<file path="config.mk">
export PLATFORM = sky130hd
export DESIGN_NAME = io_ports_with_barrel_shifter_top_flat
export DESIGN_NICKNAME = d
export VERILOG_FILES = /design/src/rtl/iop_pkg.sv /design/src/rtl/iop_if.sv /design/src/rtl/io_ports_with_barrel_shifter_top.sv /design/src/rtl/iop_shifter.sv /design/src/flat_wrapper.sv
export SDC_FILE = /design/constraint.sdc
export NUM_CORES = 1
export LEC_CHECK = 0
export BUFFER_PORTS_ARGS = -buffer_cell sky130_fd_sc_hd__buf_2
export CAP_MARGIN = 20
export CORE_MARGIN = 2
export CORE_UTILIZATION = 40
export CTS_BUF_LIST = sky130_fd_sc_hd__clkbuf_8
export CTS_CLUSTER_DIAMETER = 200
export DETAILED_ROUTE_END_ITERATION = 16
export PLACE_DENSITY = 0.59
export SETUP_SLACK_MARGIN = 0.5
export SLEW_MARGIN = 20
export SYNTH_ARGS = -nofsm -noshare
export SYNTH_HDL_FRONTEND = slang
export SYNTH_SLANG_ARGS = --single-unit
</file>
<file path="constraint.sdc">
create_clock -name clk -period 2.8 [get_ports clk]
set_input_delay 0.56 -clock clk [delete_from_list [all_inputs] [get_ports clk]]
set_output_delay 0.56 -clock clk [all_outputs]
set_load 0.05 [all_outputs]
</file>
<file path="src/rtl/iop_pkg.sv">
`timescale 1ns / 1ps

package iop_pkg;

	// Access kind
	localparam logic REQ_READ  = 1'b0;
	localparam logic REQ_WRITE = 1'b1;

	// Decoded port numbers
	localparam logic [7:0] PORT_SW0        = 8'd0;
	localparam logic [7:0] PORT_SW1        = 8'd1;
	localparam logic [7:0] PORT_SW2_OFFSET = 8'd2;
	localparam logic [7:0] PORT_SHIFT_SND1 = 8'd3;
	localparam logic [7:0] PORT_SHIFT_DATA = 8'd4;
	localparam logic [7:0] PORT_SND2       = 8'd5;
	localparam logic [7:0] PORT_WATCHDOG   = 8'd6;

	// Bits forced high on switch reads, and the idle bus value
	localparam logic [7:0] SW0_FORCE_MASK = 8'h0E;
	localparam logic [7:0] SW1_FORCE_MASK = 8'h08;
	localparam logic [7:0] OFFSET_MASK    = 8'h07;
	localparam logic [7:0] BUS_IDLE       = 8'hFF;

	// Write strobes into the shift register unit
	typedef struct packed {
		logic       load_word;
		logic       load_offset;
		logic [7:0] data;
	} iop_shift_ctl_t;

endpackage

</file>
<file path="src/rtl/iop_if.sv">
`timescale 1ns / 1ps

// Request channel: one port access per transaction
interface iop_req_if;
	logic       valid;
	logic       ready;
	logic       req_type;
	logic [7:0] port;
	logic [7:0] write_data;
	logic [7:0] switches0;
	logic [7:0] switches1;
	logic [7:0] switches2;

	modport source (
		output valid, req_type, port, write_data, switches0, switches1, switches2,
		input  ready
	);
	modport sink (
		input  valid, req_type, port, write_data, switches0, switches1, switches2,
		output ready
	);
endinterface

// Response channel: one result per transaction
interface iop_rsp_if;
	logic       valid;
	logic       ready;
	logic [7:0] read_data;
	logic       unhandled;

	modport source (
		output valid, read_data, unhandled,
		input  ready
	);
	modport sink (
		input  valid, read_data, unhandled,
		output ready
	);
endinterface

</file>
<file path="src/rtl/io_ports_with_barrel_shifter_top.sv">
`timescale 1ns / 1ps

// I/O port block with a 16-bit shift register window. Each request transaction is
// one 8-bit port access (read or write) and yields exactly one response transaction
// carrying read_data and an unhandled flag. Reads of ports 0..2 return the switch
// bytes (with fixed bits forced high on ports 0 and 1), a read of port 3 returns
// the shift register window; writes to port 2 set the window offset and writes to
// port 4 shift a byte in. The block takes one access per clock while responses are
// taken: an access is registered on acceptance, decoded and applied to the shift
// state as it advances into the output register, and its result lands in the
// output register, which holds the response. The output register only stalls the
// input register when the response is not taken.

module io_ports_with_barrel_shifter_top
	import iop_pkg::*;
(
	input logic   clk,
	input logic   arst_n,
	iop_req_if.sink   req,
	iop_rsp_if.source rsp
);

	logic       valid_s1;
	logic       req_type_s1;
	logic [7:0] port_s1;
	logic [7:0] write_data_s1;
	logic [7:0] switches0_s1;
	logic [7:0] switches1_s1;
	logic [7:0] switches2_s1;

	logic       valid_s2;
	logic [7:0] read_data_s2;
	logic       unhandled_s2;

	logic           adv_s1;
	logic           take_req;
	iop_shift_ctl_t shift_ctl;
	logic [7:0]     window;
	logic [7:0]     rd_next;
	logic           bad_next;

	// Advance stage 1 into the output register when it is free or drains
	assign adv_s1    = valid_s1 && (!valid_s2 || rsp.ready);
	assign req.ready = !valid_s1 || adv_s1;
	assign take_req  = req.valid && req.ready;

	// Capture the accepted transaction
	always_ff @(posedge clk or negedge arst_n) begin
		if (!arst_n) begin
			valid_s1 <= 1'b0;
		end else if (req.ready) begin
			valid_s1 <= req.valid;
		end
	end

	always_ff @(posedge clk) begin
		if (take_req) begin
			req_type_s1   <= req.req_type;
			port_s1       <= req.port;
			write_data_s1 <= req.write_data;
			switches0_s1  <= req.switches0;
			switches1_s1  <= req.switches1;
			switches2_s1  <= req.switches2;
		end
	end

	// Decode the access
	always_comb begin
		rd_next   = '0;
		bad_next  = 1'b0;
		shift_ctl = '{load_word: 1'b0, load_offset: 1'b0, data: write_data_s1};
		if (req_type_s1 == REQ_READ) begin
			case (port_s1)
				PORT_SW0:        rd_next = switches0_s1 | SW0_FORCE_MASK;
				PORT_SW1:        rd_next = switches1_s1 | SW1_FORCE_MASK;
				PORT_SW2_OFFSET: rd_next = switches2_s1;
				PORT_SHIFT_SND1: rd_next = window;
				default: begin
					rd_next  = BUS_IDLE;
					bad_next = 1'b1;
				end
			endcase
		end else begin
			case (port_s1)
				PORT_SW2_OFFSET: shift_ctl.load_offset = adv_s1;
				PORT_SHIFT_DATA: shift_ctl.load_word   = adv_s1;
				PORT_SHIFT_SND1, PORT_SND2, PORT_WATCHDOG: bad_next = 1'b0;
				default:         bad_next = 1'b1;
			endcase
		end
	end

	iop_shifter u_shifter (
		.clk    (clk),
		.arst_n (arst_n),
		.ctl    (shift_ctl),
		.window (window)
	);

	// Hold the result until the response transaction completes
	always_ff @(posedge clk or negedge arst_n) begin
		if (!arst_n) begin
			valid_s2 <= 1'b0;
		end else if (!valid_s2 || rsp.ready) begin
			valid_s2 <= valid_s1;
		end
	end

	always_ff @(posedge clk) begin
		if (adv_s1) begin
			read_data_s2 <= rd_next;
			unhandled_s2 <= bad_next;
		end
	end

	assign rsp.valid     = valid_s2;
	assign rsp.read_data = read_data_s2;
	assign rsp.unhandled = unhandled_s2;

endmodule

</file>
<file path="src/rtl/iop_shifter.sv">
`timescale 1ns / 1ps

module iop_shifter
	import iop_pkg::*;
(
	input  logic           clk,
	input  logic           arst_n,
	input  iop_shift_ctl_t ctl,
	output logic [7:0]     window
);

	logic [15:0] word_q;
	logic [2:0]  offset_q;
	logic [3:0]  amount;
	logic [15:0] shifted;

	// Update shift word and window offset on writes
	always_ff @(posedge clk or negedge arst_n) begin
		if (!arst_n) begin
			word_q   <= '0;
			offset_q <= '0;
		end else begin
			if (ctl.load_word) begin
				word_q <= {ctl.data, word_q[15:8]};
			end
			if (ctl.load_offset) begin
				offset_q <= ctl.data[2:0] & OFFSET_MASK[2:0];
			end
		end
	end

	// Pick the 8-bit window; offset zero gives the high byte
	always_comb begin
		amount  = 4'd8 - {1'b0, offset_q};
		shifted = word_q >> amount;
		window  = shifted[7:0];
	end

endmodule
</file>
<file path="src/flat_wrapper.sv">
// flat-port wrapper written by rule: the top's interface ports become plain ports
module io_ports_with_barrel_shifter_top_flat import iop_pkg::*;
  (clk, arst_n, req_valid, req_req_type, req_port, req_write_data, req_switches0, req_switches1, req_switches2, req_ready, rsp_valid, rsp_read_data, rsp_unhandled, rsp_ready);
  iop_req_if req_i ();
  iop_rsp_if rsp_i ();
  input logic clk;
  input logic arst_n;
  input wire logic [$bits(req_i.valid)-1:0] req_valid;
  input wire logic [$bits(req_i.req_type)-1:0] req_req_type;
  input wire logic [$bits(req_i.port)-1:0] req_port;
  input wire logic [$bits(req_i.write_data)-1:0] req_write_data;
  input wire logic [$bits(req_i.switches0)-1:0] req_switches0;
  input wire logic [$bits(req_i.switches1)-1:0] req_switches1;
  input wire logic [$bits(req_i.switches2)-1:0] req_switches2;
  output wire logic [$bits(req_i.ready)-1:0] req_ready;
  output wire logic [$bits(rsp_i.valid)-1:0] rsp_valid;
  output wire logic [$bits(rsp_i.read_data)-1:0] rsp_read_data;
  output wire logic [$bits(rsp_i.unhandled)-1:0] rsp_unhandled;
  input wire logic [$bits(rsp_i.ready)-1:0] rsp_ready;
  assign req_i.valid = req_valid;
  assign req_i.req_type = req_req_type;
  assign req_i.port = req_port;
  assign req_i.write_data = req_write_data;
  assign req_i.switches0 = req_switches0;
  assign req_i.switches1 = req_switches1;
  assign req_i.switches2 = req_switches2;
  assign req_ready = req_i.ready;
  assign rsp_valid = rsp_i.valid;
  assign rsp_read_data = rsp_i.read_data;
  assign rsp_unhandled = rsp_i.unhandled;
  assign rsp_i.ready = rsp_ready;
  io_ports_with_barrel_shifter_top u_core (.clk(clk), .arst_n(arst_n), .req(req_i), .rsp(rsp_i));
endmodule
</file>
After elaboration in Yosys (flattened, before gate mapping)
Index checks and enable logic that the tools add are counted.
{"block": "classes", "muxes": 7, "n_reduce_logical": 9, "addsub": 1, "eq_ne": 6, "n_shift": 1}
{"operator": "8-bit case mux with 4 select lines", "count": 1}
{"operator": "8-bit by 3-bit equality test with 1-bit output, second input constant", "count": 3}
{"operator": "8-bit by 2-bit equality test with 1-bit output, second input constant", "count": 2}
{"operator": "16-bit by 4-bit right shift with 8-bit output", "count": 1}
{"operator": "8-bit by 1-bit equality test with 1-bit output, second input constant", "count": 1}
{"operator": "8-bit logical NOT", "count": 1}
{"operator": "1-bit 2-to-1 mux", "count": 5}
{"operator": "5-bit OR reduction", "count": 1}
{"operator": "4-bit OR reduction", "count": 1}
{"operator": "4-bit by 3-bit subtractor with 4-bit output, first input constant", "count": 1}
{"operator": "1-bit logical AND", "count": 2}
{"operator": "1-bit logical NOT", "count": 2}
{"operator": "1-bit logical OR", "count": 2}
{"operator": "2-bit 2-to-1 mux", "count": 1}
{"block": "word_totals", "output_inout_bits": 11, "in_bits": 45, "regBits": 71}

Depth between registers and ports, before layout
{"block": "depth", "depth_word": 5, "depth_mapped": 10}

By module
A second synthesis with hierarchy kept.
{"block": "unflattened", "hier_cells": 236, "hier_area_um2": 3372.0}
{"mod": "io_ports_with_barrel_shifter_top", "area_per_inst_um2": 1799.2, "cells_per_inst": 93, "n_inst": 1}
{"mod": "iop_shifter", "area_per_inst_um2": 1572.8, "cells_per_inst": 143, "n_inst": 1}

Worst setup path before layout
OpenSTA, ideal clock, no wires.
{"block": "synth_timing", "path_kind": "flip-flop to flip-flop", "start": "register u_core.valid_s2, in the netlist u_core.rsp.valid", "end": "register u_core.port_s1[0], enable pin", "t_arrival_ns": 2.101, "path_stages_with_launch": 3, "path_slack_ns": 0.301, "n_path_buf": 0, "setup_ns": 0.398, "cell_sequence": "dfrtp_1 nand3b_1 and2_1"}
{"block": "synth_via", "elab_chain_cells": 5}
{"element": "start, declared", "line_no": "io_ports_with_barrel_shifter_top.sv:31", "text": "logic valid_s2;"}
{"element": "start signal, assigned", "line_no": "io_ports_with_barrel_shifter_top.sv:105", "text": "valid_s2 <= valid_s1;"}
{"element": "1-bit logical NOT", "line_no": "io_ports_with_barrel_shifter_top.sv:43", "text": "assign adv_s1 = valid_s1 && (!valid_s2 || rsp.ready);"}
{"element": "1-bit logical OR", "line_no": "io_ports_with_barrel_shifter_top.sv:43"}
{"element": "1-bit logical AND", "line_no": "io_ports_with_barrel_shifter_top.sv:43"}
{"element": "1-bit logical OR", "line_no": "io_ports_with_barrel_shifter_top.sv:44", "text": "assign req.ready = !valid_s1 || adv_s1;"}
{"element": "named net req_ready", "line_no": "flat_wrapper.sv:15", "text": "output wire logic [$bits(req_i.ready)-1:0] req_ready;"}
{"element": "1-bit logical AND", "line_no": "io_ports_with_barrel_shifter_top.sv:45", "text": "assign take_req = req.valid && req.ready;"}
{"element": "named net u_core.take_req", "line_no": "io_ports_with_barrel_shifter_top.sv:36", "text": "logic take_req;"}
{"element": "end signal, assigned", "line_no": "io_ports_with_barrel_shifter_top.sv:59", "text": "port_s1 <= req.port;"}
{"element": "end, declared", "line_no": "io_ports_with_barrel_shifter_top.sv:25", "text": "logic [7:0] port_s1;"}
The timed path passes the listed nets, and every way through them passes these cells.
A chain may end at the register's enable or synchronous reset.

Final worst setup path
{"block": "layout_timing", "start": "register u_core.u_shifter.offset_q[1]", "end": "register u_core.read_data_s2[5], in the netlist u_core.rsp.read_data[5], data pin"}
{"block": "layout_via", "elab_chain_cells": 3}
{"element": "start, declared", "line_no": "iop_shifter.sv:13", "text": "logic [2:0] offset_q;"}
{"element": "start signal, assigned", "line_no": "iop_shifter.sv:27", "text": "offset_q <= ctl.data[2:0] & OFFSET_MASK[2:0];"}
{"element": "4-bit by 3-bit subtractor with 4-bit output", "line_no": "iop_shifter.sv:34", "text": "amount = 4'd8 - {1'b0, offset_q};"}
{"element": "16-bit by 4-bit right shift with 8-bit output", "line_no": "iop_shifter.sv:35", "text": "shifted = word_q >> amount;"}
{"element": "8-bit case mux with 4 select lines", "line_no": "io_ports_with_barrel_shifter_top.sv:73", "text": "case (port_s1)"}
{"element": "end signal, assigned", "line_no": "io_ports_with_barrel_shifter_top.sv:111", "text": "read_data_s2 <= rd_next;"}
{"element": "end, declared", "line_no": "io_ports_with_barrel_shifter_top.sv:32", "text": "logic [7:0] read_data_s2;"}
No other way between the ends.

==> results.sh <==
export IMPL_layout_commonest_cell="buf_2"
export IMPL_synth_compound_area_share=0.1247
export IMPL_areaGrowthSynthToFinish_pct=20.83
export IMPL_synth_simple_area_share=0.1213
export IMPL_relSlewSlack=0.6295
export IMPL_vias=2357
export IMPL_finalSetupTns_ns=0
export IMPL_rsz0062_at_grt="false"
export IMPL_grt_pass1_vias=2282
export IMPL_muxShareOfSynthArea=0.1554
export IMPL_core_sq_mm=0.008217
export IMPL_htree_levels=3
export IMPL_dieArea_sq_mm=0.009206
export IMPL_dr_wl_met2_mm=3.437
export IMPL_hpwl_mm=5.084
export IMPL_grt_use_total=0.1707
export IMPL_fmax_ghz=0.4592
export IMPL_clk_path_buf_depth=2
export IMPL_final_util=0.4973
export IMPL_cp_slowest_cell="mux4_2"
export IMPL_worst_path_max_fanout=6
export IMPL_r2r_start="u_core.u_shifter.offset_q[1]"
export IMPL_worstSetupEndpoint="u_core.rsp.read_data[5]"
export IMPL_cts_reportedPaths_clkPinSlew_ns=0.07
export IMPL_regToRegSetupSlack_ns=0.62
export IMPL_routed_wl_mm=7.119
export IMPL_maxSlewViolCount=0
export IMPL_io_pins=56
export IMPL_row_count=33
export IMPL_wl_met1_mm=3.168
export IMPL_die_height_microns=95.95
export IMPL_via_per_inst=5.381
export IMPL_place_gp_congestion=0.9195
export IMPL_die_x_microns=95.95
export IMPL_p_leak_nw=1.636
export IMPL_cts_sinks=67
export IMPL_cts_root_buf="clkbuf_8"
export IMPL_synth_edf_count=46
export IMPL_timing_rr_end="u_core.rsp.read_data[5]"
export IMPL_ys_flop_type="edfxtp_1"
export IMPL_start_kind="flip-flop"
export IMPL_grt_pass1_wl_mm=11.56
export IMPL_drcViolationCount=0
export IMPL_setup_viol=0
export IMPL_crit_start="u_core.u_shifter.offset_q[1]"
export IMPL_ys_warnings_count=0
export IMPL_slowest_delay_ns=0.48
export IMPL_overflow=0
export IMPL_insertion_delay_ns=0.34
export IMPL_peakVddDrop_mv=0.3359
export IMPL_synthesis_nets=311
export IMPL_hp_class="input pin to async pin"
export IMPL_synth_seq_cells=67
export IMPL_cts_made_buffers=9
export IMPL_synth_avg_cell_area_sq_um=12.76
export IMPL_mostFrequentLayoutCells="51 x buf_2, 46 x edfxtp_1, 25 x nor2_1, 21 x dfrtp_1, 19 x a21oi_1"
export IMPL_grt_max_degree=38
export IMPL_finClkSkew_ns=0.008300
export IMPL_synthCells=265
export IMPL_period_share=0.7778
export IMPL_drive_above_1_share=0.3724
export IMPL_wl_met3_microns=388
export IMPL_cts_tree="built"
export IMPL_port_buffers=51
export IMPL_status="finished clean"
export IMPL_period_needed_ns=2.178
export IMPL_hold_viol_final=0
export IMPL_grt_antenna_before_repair=0
export IMPL_arrival_ns=2.25
export IMPL_synth_top_family_by_area="multiplexers"
export IMPL_synth_cell_types=56
export IMPL_post_drt_wl_per_cell_microns=16.25
export IMPL_async_reset_ff_frac=0.3134
export IMPL_end_kind="flip-flop"
export IMPL_criticalPathCategory="flip-flop to flip-flop"
export IMPL_first_pass_iters=5
export IMPL_hold_buffers=0
export IMPL_diodes=0
export IMPL_drtIter0Drc=179
export IMPL_r2r_cells=7
export IMPL_detail_route_antenna_nets=0
export IMPL_crit_chain="inv_2 -> ha_4 -> buf_6 -> mux2_4 -> mux4_2 -> nand4_1 -> a41oi_1"
export IMPL_synthesis_area_sq_mm=0.003382
export IMPL_cellPowerDensity_mw_per_mm2=573.6
export IMPL_cap_violations=0
export IMPL_required_ns=2.87
export IMPL_synth_xor_area_share=0
export IMPL_start_util=0.4116
export IMPL_worst_pin_slew_ns=0.5557
export IMPL_synth_seq_area_share=0.5638
export IMPL_nNetsFinal=374
export IMPL_synth_adder_area_share=0.003700
export IMPL_highest_layer="met4"
## routing by layer
metal  up-vias  GRT usage
met5         -          0
met4         0    0.05476
met3        12    0.04933
met2        75     0.2675
met1      1132     0.2289
li1       1138          -
## synth_stat cells (7+ instances only)
cell type  count  area share
mux2_4        10       0.044
mux2_2        15       0.050
nand2b_1       7       0.013
o21ai_0        9       0.013
nand2_1       10       0.011
mux2i_1       15       0.044
dfrtp_1       21        0.16
nor2_1        25       0.028
nor2b_1        9       0.017
a21oi_1       19       0.028
edfxtp_1      46        0.41
## logic make-up (layout without fill, tap and decap cells)
family | count (synthesis) | in the layout
compound gates | 60 | 60
mux | 44 | 44
simple gates | 73 | 73
flops | 67 | 67
buf+inv | 20 | 88
fa+ha+maj | 1 | 1
## critical path, delay by kind of cell (launching register included)
family | cells | cell delay [ns]
AO/OA/AOI/OAI | 1 | 0.11
buffers and inverters | 2 | 0.22
adder cells (fa/ha/maj) | 1 | 0.32
flip-flops | 1 | 0.36
AND/OR/NAND/NOR | 1 | 0.11
multiplexers | 2 | 0.82
## metrics by stage
| stage | setup WS [ns] | instances | area (sq um) | hold WS (ns) | power (mW) |
|---|---|---|---|---|---|
| 6_report | 0.6223 | 438 | 4086 | 0.1664 | 2.344 |
| 5_1_grt | 0.5127 | 438 | 4086 | 0.1821 | 2.443 |
| 4_1_cts | 0.5263 | 435 | 4025 | 0.1679 | 2.359 |
| 3_5_place_dp | 0.3052 | 419 | 3774 | 0.4641 | 1.391 |
| 3_3_place_gp | 0.3252 | 419 | 3774 | 0.4587 | 1.387 |
| 2_1_floorplan | 0.5483 | 265 | 3383 | 0.2644 | 1.309 |
## worst min-delay path by stage
stage / slack (ns) / endpoint
5_1_grt: 0.18 / u_core.u_shifter.word_q[8]
2_1_floorplan: 0.26 / u_core.rsp.valid
4_1_cts: 0.17 / u_core.u_shifter.word_q[9]
3_3_place_gp: 0.46 / u_core.u_shifter.word_q[12]
3_5_place_dp: 0.46 / u_core.u_shifter.word_q[15]
6_report: 0.17 / u_core.u_shifter.word_q[9]
## power by group
part | internal, mW | leakage [nW] | switching [mW]
clock network | 0.590 | 0.117 | 0.376
registers | 1.12 | 0.725 | 0.0308
logic | 0.0862 | 0.794 | 0.140
## final cells by class
type / count / area [sq um]
multi-input combinational: 178 / 1419
fill: 725 / 4130
clock buffer: 9 / 123.9
timing repair buffer: 65 / 364.1
inverter: 7 / 26.28
tap: 105 / 131.4
sequential: 67 / 1907
clock inverter: 7 / 115.1
## what timing repair did
action | 4_1_cts | 5_1_grt
gates cloned | 0 | 0
buffers inserted | 0 | 3
resized for setup | 2 | 12
pin swaps | 0 | 1
setup endpoints to repair | 8 | 7
## sequential cells by signal, indices dropped and copies added, names as in the netlist
register                   count
u_core.port_s1                 8
u_core.req_type_s1             1
u_core.rsp.read_data           8
u_core.rsp.unhandled           1
u_core.rsp.valid               1
u_core.switches0_s1            5
u_core.switches1_s1            7
u_core.switches2_s1            8
u_core.u_shifter.offset_q      3
u_core.u_shifter.word_q       16
u_core.valid_s1                1
u_core.write_data_s1           8
Power figures use the tool's default switching activity.
